`config.mk`:
```
export PLATFORM = sky130hd
export DESIGN_NAME = ac3_eac3_header_parser_flat
export DESIGN_NICKNAME = d
export VERILOG_FILES = /design/src/hdl/ahp_pkg.sv /design/src/hdl/ahp_req_if.sv /design/src/hdl/ahp_rsp_if.sv /design/src/hdl/ahp_front.sv /design/src/hdl/ahp_queue.sv /design/src/hdl/ahp_back.sv /design/src/hdl/ac3_eac3_header_parser.sv /design/src/flat_wrapper.sv
export SDC_FILE = /design/constraint.sdc
export NUM_CORES = 2
export LEC_CHECK = 0
export BUFFER_PORTS_ARGS = -buffer_cell sky130_fd_sc_hd__buf_4
export CORE_MARGIN = 3
export CORE_UTILIZATION = 40
export DETAILED_ROUTE_END_ITERATION = 8
export GPL_TIMING_DRIVEN = 0
export HOLD_SLACK_MARGIN = 0.02
export SYNTH_ARGS = -nofsm -noshare
export SYNTH_HDL_FRONTEND = slang
export SYNTH_HIERARCHICAL = 1
export SYNTH_SLANG_ARGS = --single-unit
export TNS_END_PERCENT = 1
```
`constraint.sdc`:
```
create_clock -name clock -period 19.8 [get_ports clock]
set_clock_uncertainty 0.2 [all_clocks]
set_input_delay 1.98 -clock clock [delete_from_list [all_inputs] [get_ports clock]]
set_output_delay 1.98 -clock clock [all_outputs]
set_load 0.01 [all_outputs]
```
`src/hdl/ahp_pkg.sv`:
```
// Package for the AC-3 / E-AC-3 sync header parser.
// Holds the field widths, header constants, decode tables and the item types.
// No dependencies.
package ahp_pkg;

   localparam int unsigned HDR_W      = 56;
   localparam int unsigned FBYTES_W   = 13;
   localparam int unsigned SR_W       = 16;
   localparam int unsigned BR_W       = 23;
   localparam int unsigned CH_W       = 3;
   localparam int unsigned DUR_W      = 14;
   localparam int unsigned PROD_W     = FBYTES_W + SR_W;
   localparam int unsigned NUM_W      = 32;

   localparam logic [15:0] SYNC_WORD      = 16'h0B77;
   localparam logic [4:0]  BSID_AC3_MAX   = 5'd10;
   localparam logic [5:0]  FRMSIZECOD_MAX = 6'd37;
   localparam logic [1:0]  CODE_RESERVED  = 2'd3;
   localparam logic [1:0]  FTYPE_RESERVED = 2'd3;
   localparam logic [FBYTES_W-1:0] HDR_BYTES = 13'd7;

   // Index into the block count table {1, 2, 3, 6}.
   localparam logic [1:0] BLK_ONE   = 2'd0;
   localparam logic [1:0] BLK_TWO   = 2'd1;
   localparam logic [1:0] BLK_THREE = 2'd2;
   localparam logic [1:0] BLK_SIX   = 2'd3;

   // 8 bits per byte over blocks of 256 samples: bit rate = product >> 5 / blocks.
   localparam int unsigned BR_SHIFT    = 5;
   // Reciprocal of three, exact for values below 2**25.
   localparam logic [23:0] RECIP3       = 24'hAAAAAB;
   localparam int unsigned RECIP3_SHIFT = 25;
   // 8 bits per byte times 90 kHz.
   localparam logic [NUM_W-1:0] DUR_SCALE = 32'd720000;

   localparam int unsigned DIV_BITS_PER_STEP = 2;
   localparam int unsigned DIV_STEPS = (DUR_W + DIV_BITS_PER_STEP - 1) / DIV_BITS_PER_STEP;

   localparam int unsigned QUEUE_DEPTH = 2;

   typedef struct packed {
      logic                sync_ok;
      logic                enhanced;
      logic [FBYTES_W-1:0] frame_bytes;
      logic                info_ok;
      logic [SR_W-1:0]     sample_rate;
      logic [BR_W-1:0]     bit_rate;
      logic [CH_W-1:0]     channel_count;
      logic [DUR_W-1:0]    duration_ticks;
   } result_type;

   typedef struct packed {
      result_type        res;
      logic [1:0]        blk;
      logic [PROD_W-1:0] prod;
   } entry_type;

   function automatic logic [SR_W-1:0] rate_hz(input logic [1:0] code);
      logic [SR_W-1:0] r;
      case (code)
         2'd0:    r = 16'd48000;
         2'd1:    r = 16'd44100;
         2'd2:    r = 16'd32000;
         default: r = '0;
      endcase
      return r;
   endfunction

   function automatic logic [CH_W-1:0] chan_of_mode(input logic [2:0] acmod);
      logic [CH_W-1:0] c;
      case (acmod)
         3'd0:    c = 3'd2;
         3'd1:    c = 3'd1;
         3'd2:    c = 3'd2;
         3'd3:    c = 3'd3;
         3'd4:    c = 3'd3;
         3'd5:    c = 3'd4;
         3'd6:    c = 3'd4;
         3'd7:    c = 3'd5;
         default: c = '0;
      endcase
      return c;
   endfunction

   // Nominal AC-3 bit rate in kbit/s, indexed by frmsizecod / 2.
   function automatic logic [9:0] kbps(input logic [4:0] idx);
      logic [9:0] k;
      case (idx)
         5'd0:    k = 10'd32;
         5'd1:    k = 10'd40;
         5'd2:    k = 10'd48;
         5'd3:    k = 10'd56;
         5'd4:    k = 10'd64;
         5'd5:    k = 10'd80;
         5'd6:    k = 10'd96;
         5'd7:    k = 10'd112;
         5'd8:    k = 10'd128;
         5'd9:    k = 10'd160;
         5'd10:   k = 10'd192;
         5'd11:   k = 10'd224;
         5'd12:   k = 10'd256;
         5'd13:   k = 10'd320;
         5'd14:   k = 10'd384;
         5'd15:   k = 10'd448;
         5'd16:   k = 10'd512;
         5'd17:   k = 10'd576;
         5'd18:   k = 10'd640;
         default: k = '0;
      endcase
      return k;
   endfunction

   // Frame size in 16-bit words at 44.1 kHz for the even frmsizecod of each pair.
   function automatic logic [10:0] words_44k(input logic [4:0] idx);
      logic [10:0] w;
      case (idx)
         5'd0:    w = 11'd69;
         5'd1:    w = 11'd87;
         5'd2:    w = 11'd104;
         5'd3:    w = 11'd121;
         5'd4:    w = 11'd139;
         5'd5:    w = 11'd174;
         5'd6:    w = 11'd208;
         5'd7:    w = 11'd243;
         5'd8:    w = 11'd278;
         5'd9:    w = 11'd348;
         5'd10:   w = 11'd417;
         5'd11:   w = 11'd487;
         5'd12:   w = 11'd557;
         5'd13:   w = 11'd696;
         5'd14:   w = 11'd835;
         5'd15:   w = 11'd975;
         5'd16:   w = 11'd1114;
         5'd17:   w = 11'd1253;
         5'd18:   w = 11'd1393;
         default: w = '0;
      endcase
      return w;
   endfunction

   // AC-3 frame size in words for a valid frmsizecod and fscod.
   function automatic logic [10:0] ac3_words(input logic [5:0] fsc, input logic [1:0] fscod);
      logic [10:0] k;
      logic [10:0] w;
      k = {1'b0, kbps(fsc[5:1])};
      case (fscod)
         2'd0:    w = {k[9:0], 1'b0};
         2'd1:    w = words_44k(fsc[5:1]) + {10'd0, fsc[0]};
         2'd2:    w = k * 11'd3;
         default: w = '0;
      endcase
      return w;
   endfunction

endpackage

```
`src/hdl/ahp_req_if.sv`:
```
// Request channel of the header parser: one 7-byte sync header per word.
// Depends on ahp_pkg for the header width.
interface ahp_req_if;
   logic                       valid;
   logic                       ready;
   logic [ahp_pkg::HDR_W-1:0]  header_bits;

   modport source (output valid, output header_bits, input ready);
   modport sink (input valid, input header_bits, output ready);
endinterface

```
`src/hdl/ahp_rsp_if.sv`:
```
// Response channel of the header parser: the decoded fields of one header.
// Depends on ahp_pkg for the field widths.
interface ahp_rsp_if;
   logic                          valid;
   logic                          ready;
   logic                          sync_ok;
   logic                          enhanced;
   logic [ahp_pkg::FBYTES_W-1:0]  frame_bytes;
   logic                          info_ok;
   logic [ahp_pkg::SR_W-1:0]      sample_rate;
   logic [ahp_pkg::BR_W-1:0]      bit_rate;
   logic [ahp_pkg::CH_W-1:0]      channel_count;
   logic [ahp_pkg::DUR_W-1:0]     duration_ticks;

   modport source (output valid, output sync_ok, output enhanced, output frame_bytes,
                   output info_ok, output sample_rate, output bit_rate,
                   output channel_count, output duration_ticks, input ready);
   modport sink (input valid, input sync_ok, input enhanced, input frame_bytes,
                 input info_ok, input sample_rate, input bit_rate,
                 input channel_count, input duration_ticks, output ready);
endinterface

```
`src/hdl/ahp_front.sv`:
```
// Front end of the header parser: accepts a header word and decodes its fields.
// Depends on ahp_pkg and ahp_req_if; feeds the entry queue.
module ahp_front (
   input  logic                 clock,
   input  logic                 reset,
   ahp_req_if.sink              req_ch,
   output logic                 push_valid,
   input  logic                 push_ready,
   output ahp_pkg::entry_type   push_data
);

   logic                 dec_valid_ff, dec_valid_in;
   ahp_pkg::entry_type   dec_ff, dec_in;
   logic                 accept;

   logic [ahp_pkg::HDR_W-1:0] h;
   logic [ahp_pkg::FBYTES_W-1:0] fs;
   logic [ahp_pkg::SR_W-1:0] sr;
   logic [2:0] acmod;
   logic lfe;
   logic ok;

   assign h = req_ch.header_bits;

   // The A/52 layout puts the LFE flag after optional mix level and surround mode fields.
   always_comb begin
      acmod = h[7:5];
      case (acmod)
         3'd0, 3'd1: lfe = h[4];
         3'd5, 3'd7: lfe = h[0];
         default:    lfe = h[2];
      endcase
   end

   always_comb begin
      dec_in = '0;
      fs     = (({2'b00, h[34:24]}) + 13'd1) << 1;
      sr     = '0;
      ok     = 1'b0;
      if (h[55:40] == ahp_pkg::SYNC_WORD) begin
         if (h[15:11] > ahp_pkg::BSID_AC3_MAX) begin
            dec_in.res.enhanced    = 1'b1;
            dec_in.res.sync_ok     = 1'b1;
            dec_in.res.frame_bytes = fs;
            if (h[23:22] == ahp_pkg::CODE_RESERVED) begin
               sr         = ahp_pkg::rate_hz(h[21:20]) >> 1;
               dec_in.blk = ahp_pkg::BLK_SIX;
            end else begin
               sr         = ahp_pkg::rate_hz(h[23:22]);
               dec_in.blk = h[21:20];
            end
            ok = (h[39:38] != ahp_pkg::FTYPE_RESERVED) && (fs >= ahp_pkg::HDR_BYTES) &&
                 !((h[23:22] == ahp_pkg::CODE_RESERVED) &&
                   (h[21:20] == ahp_pkg::CODE_RESERVED));
            if (ok) begin
               dec_in.res.info_ok       = 1'b1;
               dec_in.res.sample_rate   = sr;
               dec_in.res.channel_count = ahp_pkg::chan_of_mode(h[19:17]) + {2'b00, h[16]};
            end
         end else if ((h[23:22] != ahp_pkg::CODE_RESERVED) &&
                      (h[21:16] <= ahp_pkg::FRMSIZECOD_MAX)) begin
            dec_in.res.sync_ok       = 1'b1;
            dec_in.res.info_ok       = 1'b1;
            dec_in.res.frame_bytes   = {1'b0, ahp_pkg::ac3_words(h[21:16], h[23:22]), 1'b0};
            dec_in.res.sample_rate   = ahp_pkg::rate_hz(h[23:22]);
            dec_in.res.bit_rate      = 23'(ahp_pkg::kbps(h[21:17])) * 23'd1000;
            dec_in.res.channel_count = ahp_pkg::chan_of_mode(acmod) + {2'b00, lfe};
         end
      end
      dec_in.prod = ahp_pkg::PROD_W'(dec_in.res.frame_bytes) *
                    ahp_pkg::PROD_W'(dec_in.res.sample_rate);
   end

   assign req_ch.ready = !dec_valid_ff || push_ready;
   assign accept       = req_ch.valid && req_ch.ready;
   assign push_valid   = dec_valid_ff;
   assign push_data    = dec_ff;

   always_comb begin
      if (accept) begin
         dec_valid_in = 1'b1;
      end else if (push_ready) begin
         dec_valid_in = 1'b0;
      end else begin
         dec_valid_in = dec_valid_ff;
      end
   end

   always_ff @(posedge clock) begin
      if (reset) begin
         dec_valid_ff <= 1'b0;
      end else begin
         dec_valid_ff <= dec_valid_in;
      end
      if (accept) begin
         dec_ff <= dec_in;
      end
   end

endmodule

```
`src/hdl/ahp_queue.sv`:
```
// Short entry queue between the decode front end and the arithmetic back end.
// Depends on ahp_pkg for the entry type.
module ahp_queue #(
   parameter int unsigned DEPTH = ahp_pkg::QUEUE_DEPTH
) (
   input  logic                 clock,
   input  logic                 reset,
   input  logic                 push_valid,
   output logic                 push_ready,
   input  ahp_pkg::entry_type   push_data,
   output logic                 pop_valid,
   input  logic                 pop_ready,
   output ahp_pkg::entry_type   pop_data
);

   localparam int unsigned PTR_W = (DEPTH > 1) ? $clog2(DEPTH) : 1;
   localparam int unsigned CNT_W = $clog2(DEPTH + 1);
   localparam logic [PTR_W-1:0] LAST_PTR = PTR_W'(DEPTH - 1);

   ahp_pkg::entry_type   store_ff [DEPTH];
   logic [PTR_W-1:0]     wr_ptr_ff, wr_ptr_in;
   logic [PTR_W-1:0]     rd_ptr_ff, rd_ptr_in;
   logic [CNT_W-1:0]     count_ff, count_in;
   logic                 push, pop;

   assign push_ready = (count_ff != CNT_W'(DEPTH));
   assign pop_valid  = (count_ff != '0);
   assign pop_data   = store_ff[rd_ptr_ff];
   assign push       = push_valid && push_ready;
   assign pop        = pop_valid && pop_ready;

   always_comb begin
      wr_ptr_in = wr_ptr_ff;
      rd_ptr_in = rd_ptr_ff;
      count_in  = count_ff;
      if (push) begin
         wr_ptr_in = (wr_ptr_ff == LAST_PTR) ? '0 : wr_ptr_ff + 1'b1;
      end
      if (pop) begin
         rd_ptr_in = (rd_ptr_ff == LAST_PTR) ? '0 : rd_ptr_ff + 1'b1;
      end
      if (push && !pop) begin
         count_in = count_ff + 1'b1;
      end else if (pop && !push) begin
         count_in = count_ff - 1'b1;
      end
   end

   always_ff @(posedge clock) begin
      if (reset) begin
         wr_ptr_ff <= '0;
         rd_ptr_ff <= '0;
         count_ff  <= '0;
      end else begin
         wr_ptr_ff <= wr_ptr_in;
         rd_ptr_ff <= rd_ptr_in;
         count_ff  <= count_in;
      end
      if (push) begin
         store_ff[wr_ptr_ff] <= push_data;
      end
   end

endmodule

```
`src/hdl/ahp_back.sv`:
```
// Back end of the header parser: E-AC-3 bit rate, then the frame duration
// through a radix-4 restoring divider, then the response register.
// Depends on ahp_pkg and ahp_rsp_if.
module ahp_back (
   input  logic                 clock,
   input  logic                 reset,
   input  logic                 pop_valid,
   output logic                 pop_ready,
   input  ahp_pkg::entry_type   pop_data,
   ahp_rsp_if.source            rsp_ch
);

   localparam int unsigned CNT_W = $clog2(ahp_pkg::DIV_STEPS);
   localparam logic [CNT_W-1:0] LAST_STEP = CNT_W'(ahp_pkg::DIV_STEPS - 1);
   localparam int unsigned QB = ahp_pkg::DIV_BITS_PER_STEP * ahp_pkg::DIV_STEPS;
   localparam int unsigned BR_W = ahp_pkg::BR_W;

   // Rate stage.
   logic                           s1_valid_ff;
   ahp_pkg::result_type            s1_res_ff, s1_res_in;
   logic [ahp_pkg::NUM_W-1:0]      s1_num_ff, s1_num_in;
   logic [23:0]                    x, x_half, mul_src;
   logic [47:0]                    mul;
   logic [BR_W-1:0]                br_e;

   // Divider.
   logic                           busy_ff;
   logic [CNT_W-1:0]               cnt_ff;
   logic [BR_W-1:0]                rem_ff, rem_in;
   logic [QB-1:0]                  quo_ff, quo_in;
   logic [QB-1:0]                  nsh_ff;
   logic [BR_W-1:0]                dvs_ff;
   ahp_pkg::result_type            dres_ff;

   // Response register.
   logic                           out_valid_ff;
   ahp_pkg::result_type            out_ff, out_in;

   logic out_free, div_done, div_free, div_load, s1_free, step;

   assign out_free  = !out_valid_ff || rsp_ch.ready;
   assign div_done  = busy_ff && (cnt_ff == LAST_STEP);
   assign div_free  = !busy_ff || (div_done && out_free);
   assign div_load  = s1_valid_ff && div_free;
   assign s1_free   = !s1_valid_ff || div_load;
   assign pop_ready = s1_free;
   assign step      = busy_ff && (!div_done || out_free);

   // Divide the scaled product by the block count: halve, and multiply by a
   // reciprocal where a factor of three is involved.
   always_comb begin
      x       = pop_data.prod[ahp_pkg::PROD_W-1:ahp_pkg::BR_SHIFT];
      x_half  = x >> 1;
      mul_src = (pop_data.blk == ahp_pkg::BLK_SIX) ? x_half : x;
      mul     = 48'(mul_src) * 48'(ahp_pkg::RECIP3);
      case (pop_data.blk)
         ahp_pkg::BLK_ONE: br_e = x[BR_W-1:0];
         ahp_pkg::BLK_TWO: br_e = x_half[BR_W-1:0];
         default:          br_e = mul[ahp_pkg::RECIP3_SHIFT +: BR_W];
      endcase
      s1_res_in = pop_data.res;
      if (!pop_data.res.info_ok) begin
         s1_res_in.bit_rate = '0;
      end else if (pop_data.res.enhanced) begin
         s1_res_in.bit_rate = br_e;
      end
      s1_num_in = ahp_pkg::NUM_W'(pop_data.res.frame_bytes) * ahp_pkg::DUR_SCALE;
   end

   // Two restoring division steps per cycle; the last step waits while the response register is full.
   always_comb begin
      logic [BR_W:0] t;
      rem_in = rem_ff;
      quo_in = quo_ff;
      for (int i = 0; i < ahp_pkg::DIV_BITS_PER_STEP; i++) begin
         t = {rem_in, nsh_ff[QB-1-i]};
         if (t >= {1'b0, dvs_ff}) begin
            t      = t - {1'b0, dvs_ff};
            quo_in = {quo_in[QB-2:0], 1'b1};
         end else begin
            quo_in = {quo_in[QB-2:0], 1'b0};
         end
         rem_in = t[BR_W-1:0];
      end
   end

   // The finished word: the carried fields with the duration filled in.
   always_comb begin
      out_in                = dres_ff;
      out_in.duration_ticks = dres_ff.info_ok ? quo_in[ahp_pkg::DUR_W-1:0] : '0;
   end

   always_ff @(posedge clock) begin
      if (reset) begin
         s1_valid_ff  <= 1'b0;
         busy_ff      <= 1'b0;
         cnt_ff       <= '0;
         out_valid_ff <= 1'b0;
      end else begin
         if (s1_free) begin
            s1_valid_ff <= pop_valid;
         end
         if (div_load) begin
            busy_ff <= 1'b1;
            cnt_ff  <= '0;
         end else if (step) begin
            busy_ff <= !div_done;
            cnt_ff  <= cnt_ff + 1'b1;
         end
         if (div_done && out_free) begin
            out_valid_ff <= 1'b1;
         end else if (rsp_ch.ready) begin
            out_valid_ff <= 1'b0;
         end
      end
      if (pop_valid && s1_free) begin
         s1_res_ff <= s1_res_in;
         s1_num_ff <= s1_num_in;
      end
      if (div_load) begin
         rem_ff  <= BR_W'(s1_num_ff[ahp_pkg::NUM_W-1:QB]);
         nsh_ff  <= s1_num_ff[QB-1:0];
         quo_ff  <= '0;
         dvs_ff  <= s1_res_ff.bit_rate;
         dres_ff <= s1_res_ff;
      end else if (step) begin
         rem_ff <= rem_in;
         nsh_ff <= nsh_ff << ahp_pkg::DIV_BITS_PER_STEP;
         quo_ff <= quo_in;
      end
      if (div_done && out_free) begin
         out_ff <= out_in;
      end
   end

   assign rsp_ch.valid          = out_valid_ff;
   assign rsp_ch.sync_ok        = out_ff.sync_ok;
   assign rsp_ch.enhanced       = out_ff.enhanced;
   assign rsp_ch.frame_bytes    = out_ff.frame_bytes;
   assign rsp_ch.info_ok        = out_ff.info_ok;
   assign rsp_ch.sample_rate    = out_ff.sample_rate;
   assign rsp_ch.bit_rate       = out_ff.bit_rate;
   assign rsp_ch.channel_count  = out_ff.channel_count;
   assign rsp_ch.duration_ticks = out_ff.duration_ticks;

endmodule

```
`src/hdl/ac3_eac3_header_parser.sv`:
```
// Top level of the AC-3 / E-AC-3 sync header parser.
// Depends on ahp_pkg, ahp_req_if, ahp_rsp_if, ahp_front, ahp_queue and ahp_back.
//
// Each word on the request channel carries one 7-byte sync header, first byte
// in the top eight bits. Each header yields exactly one word on the response
// channel, in order: sync status, the E-AC-3 flag, the frame length in bytes
// and, when the audio fields are valid, sample rate, bit rate, channel count
// and frame duration in 90 kHz ticks. Invalid fields read as zero.
// The front end decodes the header and registers it with the size by rate
// product; a short queue then decouples it from the back end, which derives the
// E-AC-3 bit rate in one registered stage and then divides for the duration.
// The divider resolves two quotient bits per cycle, holding its last step
// while the response register is full, and takes the next header only as it
// finishes the current one, so the divider sets the sustained header rate.
// The response sits in an output register; while the receiver stalls, the
// divider, rate stage, queue and front end keep filling, and the request
// channel only drops ready once all of them are full.
// Synchronous reset empties every stage; no response word is shown afterwards
// until a new header has been accepted.
module ac3_eac3_header_parser #(
   parameter int unsigned QUEUE_DEPTH = ahp_pkg::QUEUE_DEPTH
) (
   input  logic       clock,
   input  logic       reset,
   ahp_req_if.sink    req_ch,
   ahp_rsp_if.source  rsp_ch
);

   logic                push_valid, push_ready;
   ahp_pkg::entry_type  push_data;
   logic                pop_valid, pop_ready;
   ahp_pkg::entry_type  pop_data;

   ahp_front u_front (
      .clock      (clock),
      .reset      (reset),
      .req_ch     (req_ch),
      .push_valid (push_valid),
      .push_ready (push_ready),
      .push_data  (push_data)
   );

   ahp_queue #(
      .DEPTH (QUEUE_DEPTH)
   ) u_queue (
      .clock      (clock),
      .reset      (reset),
      .push_valid (push_valid),
      .push_ready (push_ready),
      .push_data  (push_data),
      .pop_valid  (pop_valid),
      .pop_ready  (pop_ready),
      .pop_data   (pop_data)
   );

   ahp_back u_back (
      .clock     (clock),
      .reset     (reset),
      .pop_valid (pop_valid),
      .pop_ready (pop_ready),
      .pop_data  (pop_data),
      .rsp_ch    (rsp_ch)
   );

endmodule

```
`src/flat_wrapper.sv`:
```
// flat-port wrapper written by rule: the top's interface ports become plain ports
module ac3_eac3_header_parser_flat 
#(
   parameter int unsigned QUEUE_DEPTH = ahp_pkg::QUEUE_DEPTH
)
  (clock, reset, req_ch_valid, req_ch_header_bits, req_ch_ready, rsp_ch_valid, rsp_ch_sync_ok, rsp_ch_enhanced, rsp_ch_frame_bytes, rsp_ch_info_ok, rsp_ch_sample_rate, rsp_ch_bit_rate, rsp_ch_channel_count, rsp_ch_duration_ticks, rsp_ch_ready);
  ahp_req_if req_ch_i ();
  ahp_rsp_if rsp_ch_i ();
  input  logic clock;
  input  logic reset;
  input wire logic [$bits(req_ch_i.valid)-1:0] req_ch_valid;
  input wire logic [$bits(req_ch_i.header_bits)-1:0] req_ch_header_bits;
  output wire logic [$bits(req_ch_i.ready)-1:0] req_ch_ready;
  output wire logic [$bits(rsp_ch_i.valid)-1:0] rsp_ch_valid;
  output wire logic [$bits(rsp_ch_i.sync_ok)-1:0] rsp_ch_sync_ok;
  output wire logic [$bits(rsp_ch_i.enhanced)-1:0] rsp_ch_enhanced;
  output wire logic [$bits(rsp_ch_i.frame_bytes)-1:0] rsp_ch_frame_bytes;
  output wire logic [$bits(rsp_ch_i.info_ok)-1:0] rsp_ch_info_ok;
  output wire logic [$bits(rsp_ch_i.sample_rate)-1:0] rsp_ch_sample_rate;
  output wire logic [$bits(rsp_ch_i.bit_rate)-1:0] rsp_ch_bit_rate;
  output wire logic [$bits(rsp_ch_i.channel_count)-1:0] rsp_ch_channel_count;
  output wire logic [$bits(rsp_ch_i.duration_ticks)-1:0] rsp_ch_duration_ticks;
  input wire logic [$bits(rsp_ch_i.ready)-1:0] rsp_ch_ready;
  assign req_ch_i.valid = req_ch_valid;
  assign req_ch_i.header_bits = req_ch_header_bits;
  assign req_ch_ready = req_ch_i.ready;
  assign rsp_ch_valid = rsp_ch_i.valid;
  assign rsp_ch_sync_ok = rsp_ch_i.sync_ok;
  assign rsp_ch_enhanced = rsp_ch_i.enhanced;
  assign rsp_ch_frame_bytes = rsp_ch_i.frame_bytes;
  assign rsp_ch_info_ok = rsp_ch_i.info_ok;
  assign rsp_ch_sample_rate = rsp_ch_i.sample_rate;
  assign rsp_ch_bit_rate = rsp_ch_i.bit_rate;
  assign rsp_ch_channel_count = rsp_ch_i.channel_count;
  assign rsp_ch_duration_ticks = rsp_ch_i.duration_ticks;
  assign rsp_ch_i.ready = rsp_ch_ready;
  ac3_eac3_header_parser #(.QUEUE_DEPTH(QUEUE_DEPTH)) u_core (.clock(clock), .reset(reset), .req_ch(req_ch_i), .rsp_ch(rsp_ch_i));
endmodule
```
==> out/metrics.cfg <==
[run_status]
status=finished, final reports clean

[setup_path]
cp_max_fo=10
cp-endpoint=u_core/u_back/s1_res_ff[39]
critPathLaunchType=flip-flop
r2r_setup_slack_ns=9.07
worstRegToRegCells=31
cp_num_buf_inv=9
path_delay_family=adder cells
slowest_delay_ns=0.60
crit_required_ns=19.87
worstPathArrival_ns=10.80
r2r-end=u_core/u_back/s1_res_ff[39]
path_class=reg -> reg
end_kind=flip-flop
worst-path-stages=31
slowest_stage=xor2_1

[finish]
design.final.nets=4948
n_antenna_cell=0
syn2layout_area_growth_pct=11.1
fin_util_pct=44.9
fillers=9887
seq_area_sq_um=14800
multi_input_area_sq_um=24700
drive_gt1_share_pct=11.2

[routing]
antenna_left=0
drt_iter0_markers=1355
drcViolationCount=0
drtPass1Iterations=5
routedWlPerCell_um=18.4
vias=27000
vias_per_cell=5.03
finalWirelength_um=98500

[sta]
setup_viol=0
finalSetupTns_ns=0
fmax_mhz=93.2
worst_pin_slew_ns=1.26
holdWs_ns=0.214
drv_slew=0
grt_setup_unrepaired=no
finalHoldViolCount=0
relSlewSlack_pct=15.5
finalCritPeriodShare_pct=54.2
fin_crit_ns=10.73

[clocking]
cts-resized-gates=0
post-cts-setup-buffer-count=0
cts_made_buffers=51
cts_tree=built
cts_max_level=2
cts.sinks=502
root_buffer=clkbuf_16
hold_buffers=0
cts.clk_slew.worst_paths_ns=0.06
cts_buffer_depth=3
clkLatencyLatePin_ns=0.59

[placed_design]
dp_hpwl_um=80200
io_buffers=123
gp_congestion=0.924

[grt]
grt_max_degree=71
track_usage_pct=18.0
antenna_found_initial=3
grt_pass1_vias=28500
grt_pass1_wl_um=158000
overflow=0

[floorplan]
start_util_pct=40.4
ios=134
dieArea_sq_um=111000
num_rows=119
die_h_um=333
die_w_um=333
core_area_sq_um=106000

[logic_synthesis]
syn_inst=3729
avgSynthCellArea_sq_um=11.4
ys_warn_count=6
syn_area_sq_um=42700

[flow_run]
cap_viol_max_count=0

[min_path]
hp-class=reg -> reg

## layout make-up
| class | count | share of cell area (%) |
|---|---|---|
| buffer | 96 | 1.22 |
| tap | 1391 | 3.67 |
| multi-input combinational | 2416 | 52.0 |
| clock buffer | 57 | 2.85 |
| timing repair buffer | 132 | 2.37 |
| inverter | 727 | 5.76 |
| clock inverter | 38 | 0.926 |
| sequential | 502 | 31.2 |
## how the worst min path moves through the flow
| stage | start | to | depth (start not counted) |
|---|---|---|---|
| global route | u_core/u_back/s1_res_ff[45] | u_core/u_back/dres_ff[45] | 0 |
| global placement | u_core/u_back/s1_res_ff[63] | u_core/u_back/dres_ff[63] | 0 |
| detailed placement | u_core/u_back/s1_res_ff[18] | u_core/u_back/dres_ff[18] | 0 |
| floorplan | u_core/u_back/s1_res_ff[14] | u_core/u_back/dres_ff[14] | 0 |
| finish | u_core/u_back/dres_ff[65] | u_core/u_back/rsp_ch.frame_bytes[8] | 0 |
| CTS | u_core/u_back/dres_ff[71] | u_core/u_back/rsp_ch.sync_ok | 0 |
## metal layers
metal,track usage [%],routed length (um)
met5,0,17
met4,3.50,1790
met3,2.07,4430
met2,31.3,47900
met1,24.5,44400
## sequential cells by signal (all words and copies together), names as in the netlist, 16 cells and up, named ones only
| register | count |
|---|---|
| u_core/u_back/dres_ff | 58 |
| u_core/u_back/rem_ff | 23 |
| u_core/u_back/rsp_ch.bit_rate | 23 |
| u_core/u_back/rsp_ch.sample_rate | 16 |
| u_core/u_back/s1_num_ff | 22 |
| u_core/u_back/s1_res_ff | 58 |
| u_core/u_front/push_data | 70 |
| u_core/u_queue/store_ff | 168 |
## stage by stage
step,cells,setup slack [ns],instance area [sq um]
CTS,5359,8.98,47400
global route,5359,8.61,47400
detailed placement,5264,8.75,45600
finish,5359,9.07,47400
floorplan,3741,10.52,42700
global placement,5255,8.80,45400
## cells in the final DEF (no fill, tap or decap), types with 51 or more instances in the layout
| cell | instances |
|---|---|
| clkbuf_16 | 53 |
| xnor2_1 | 89 |
| fa_1 | 415 |
| mux2_2 | 109 |
| ha_1 | 547 |
| inv_1 | 719 |
| nand2_1 | 217 |
| nor2_1 | 146 |
| xor2_1 | 51 |
| edfxtp_1 | 473 |
| o21ai_0 | 83 |
| buf_4 | 143 |
| and2_1 | 61 |
| a21oi_1 | 159 |
Power is not shown: default switching activity piles up to over one toggle a cycle in this logic, so the estimate is an artifact.
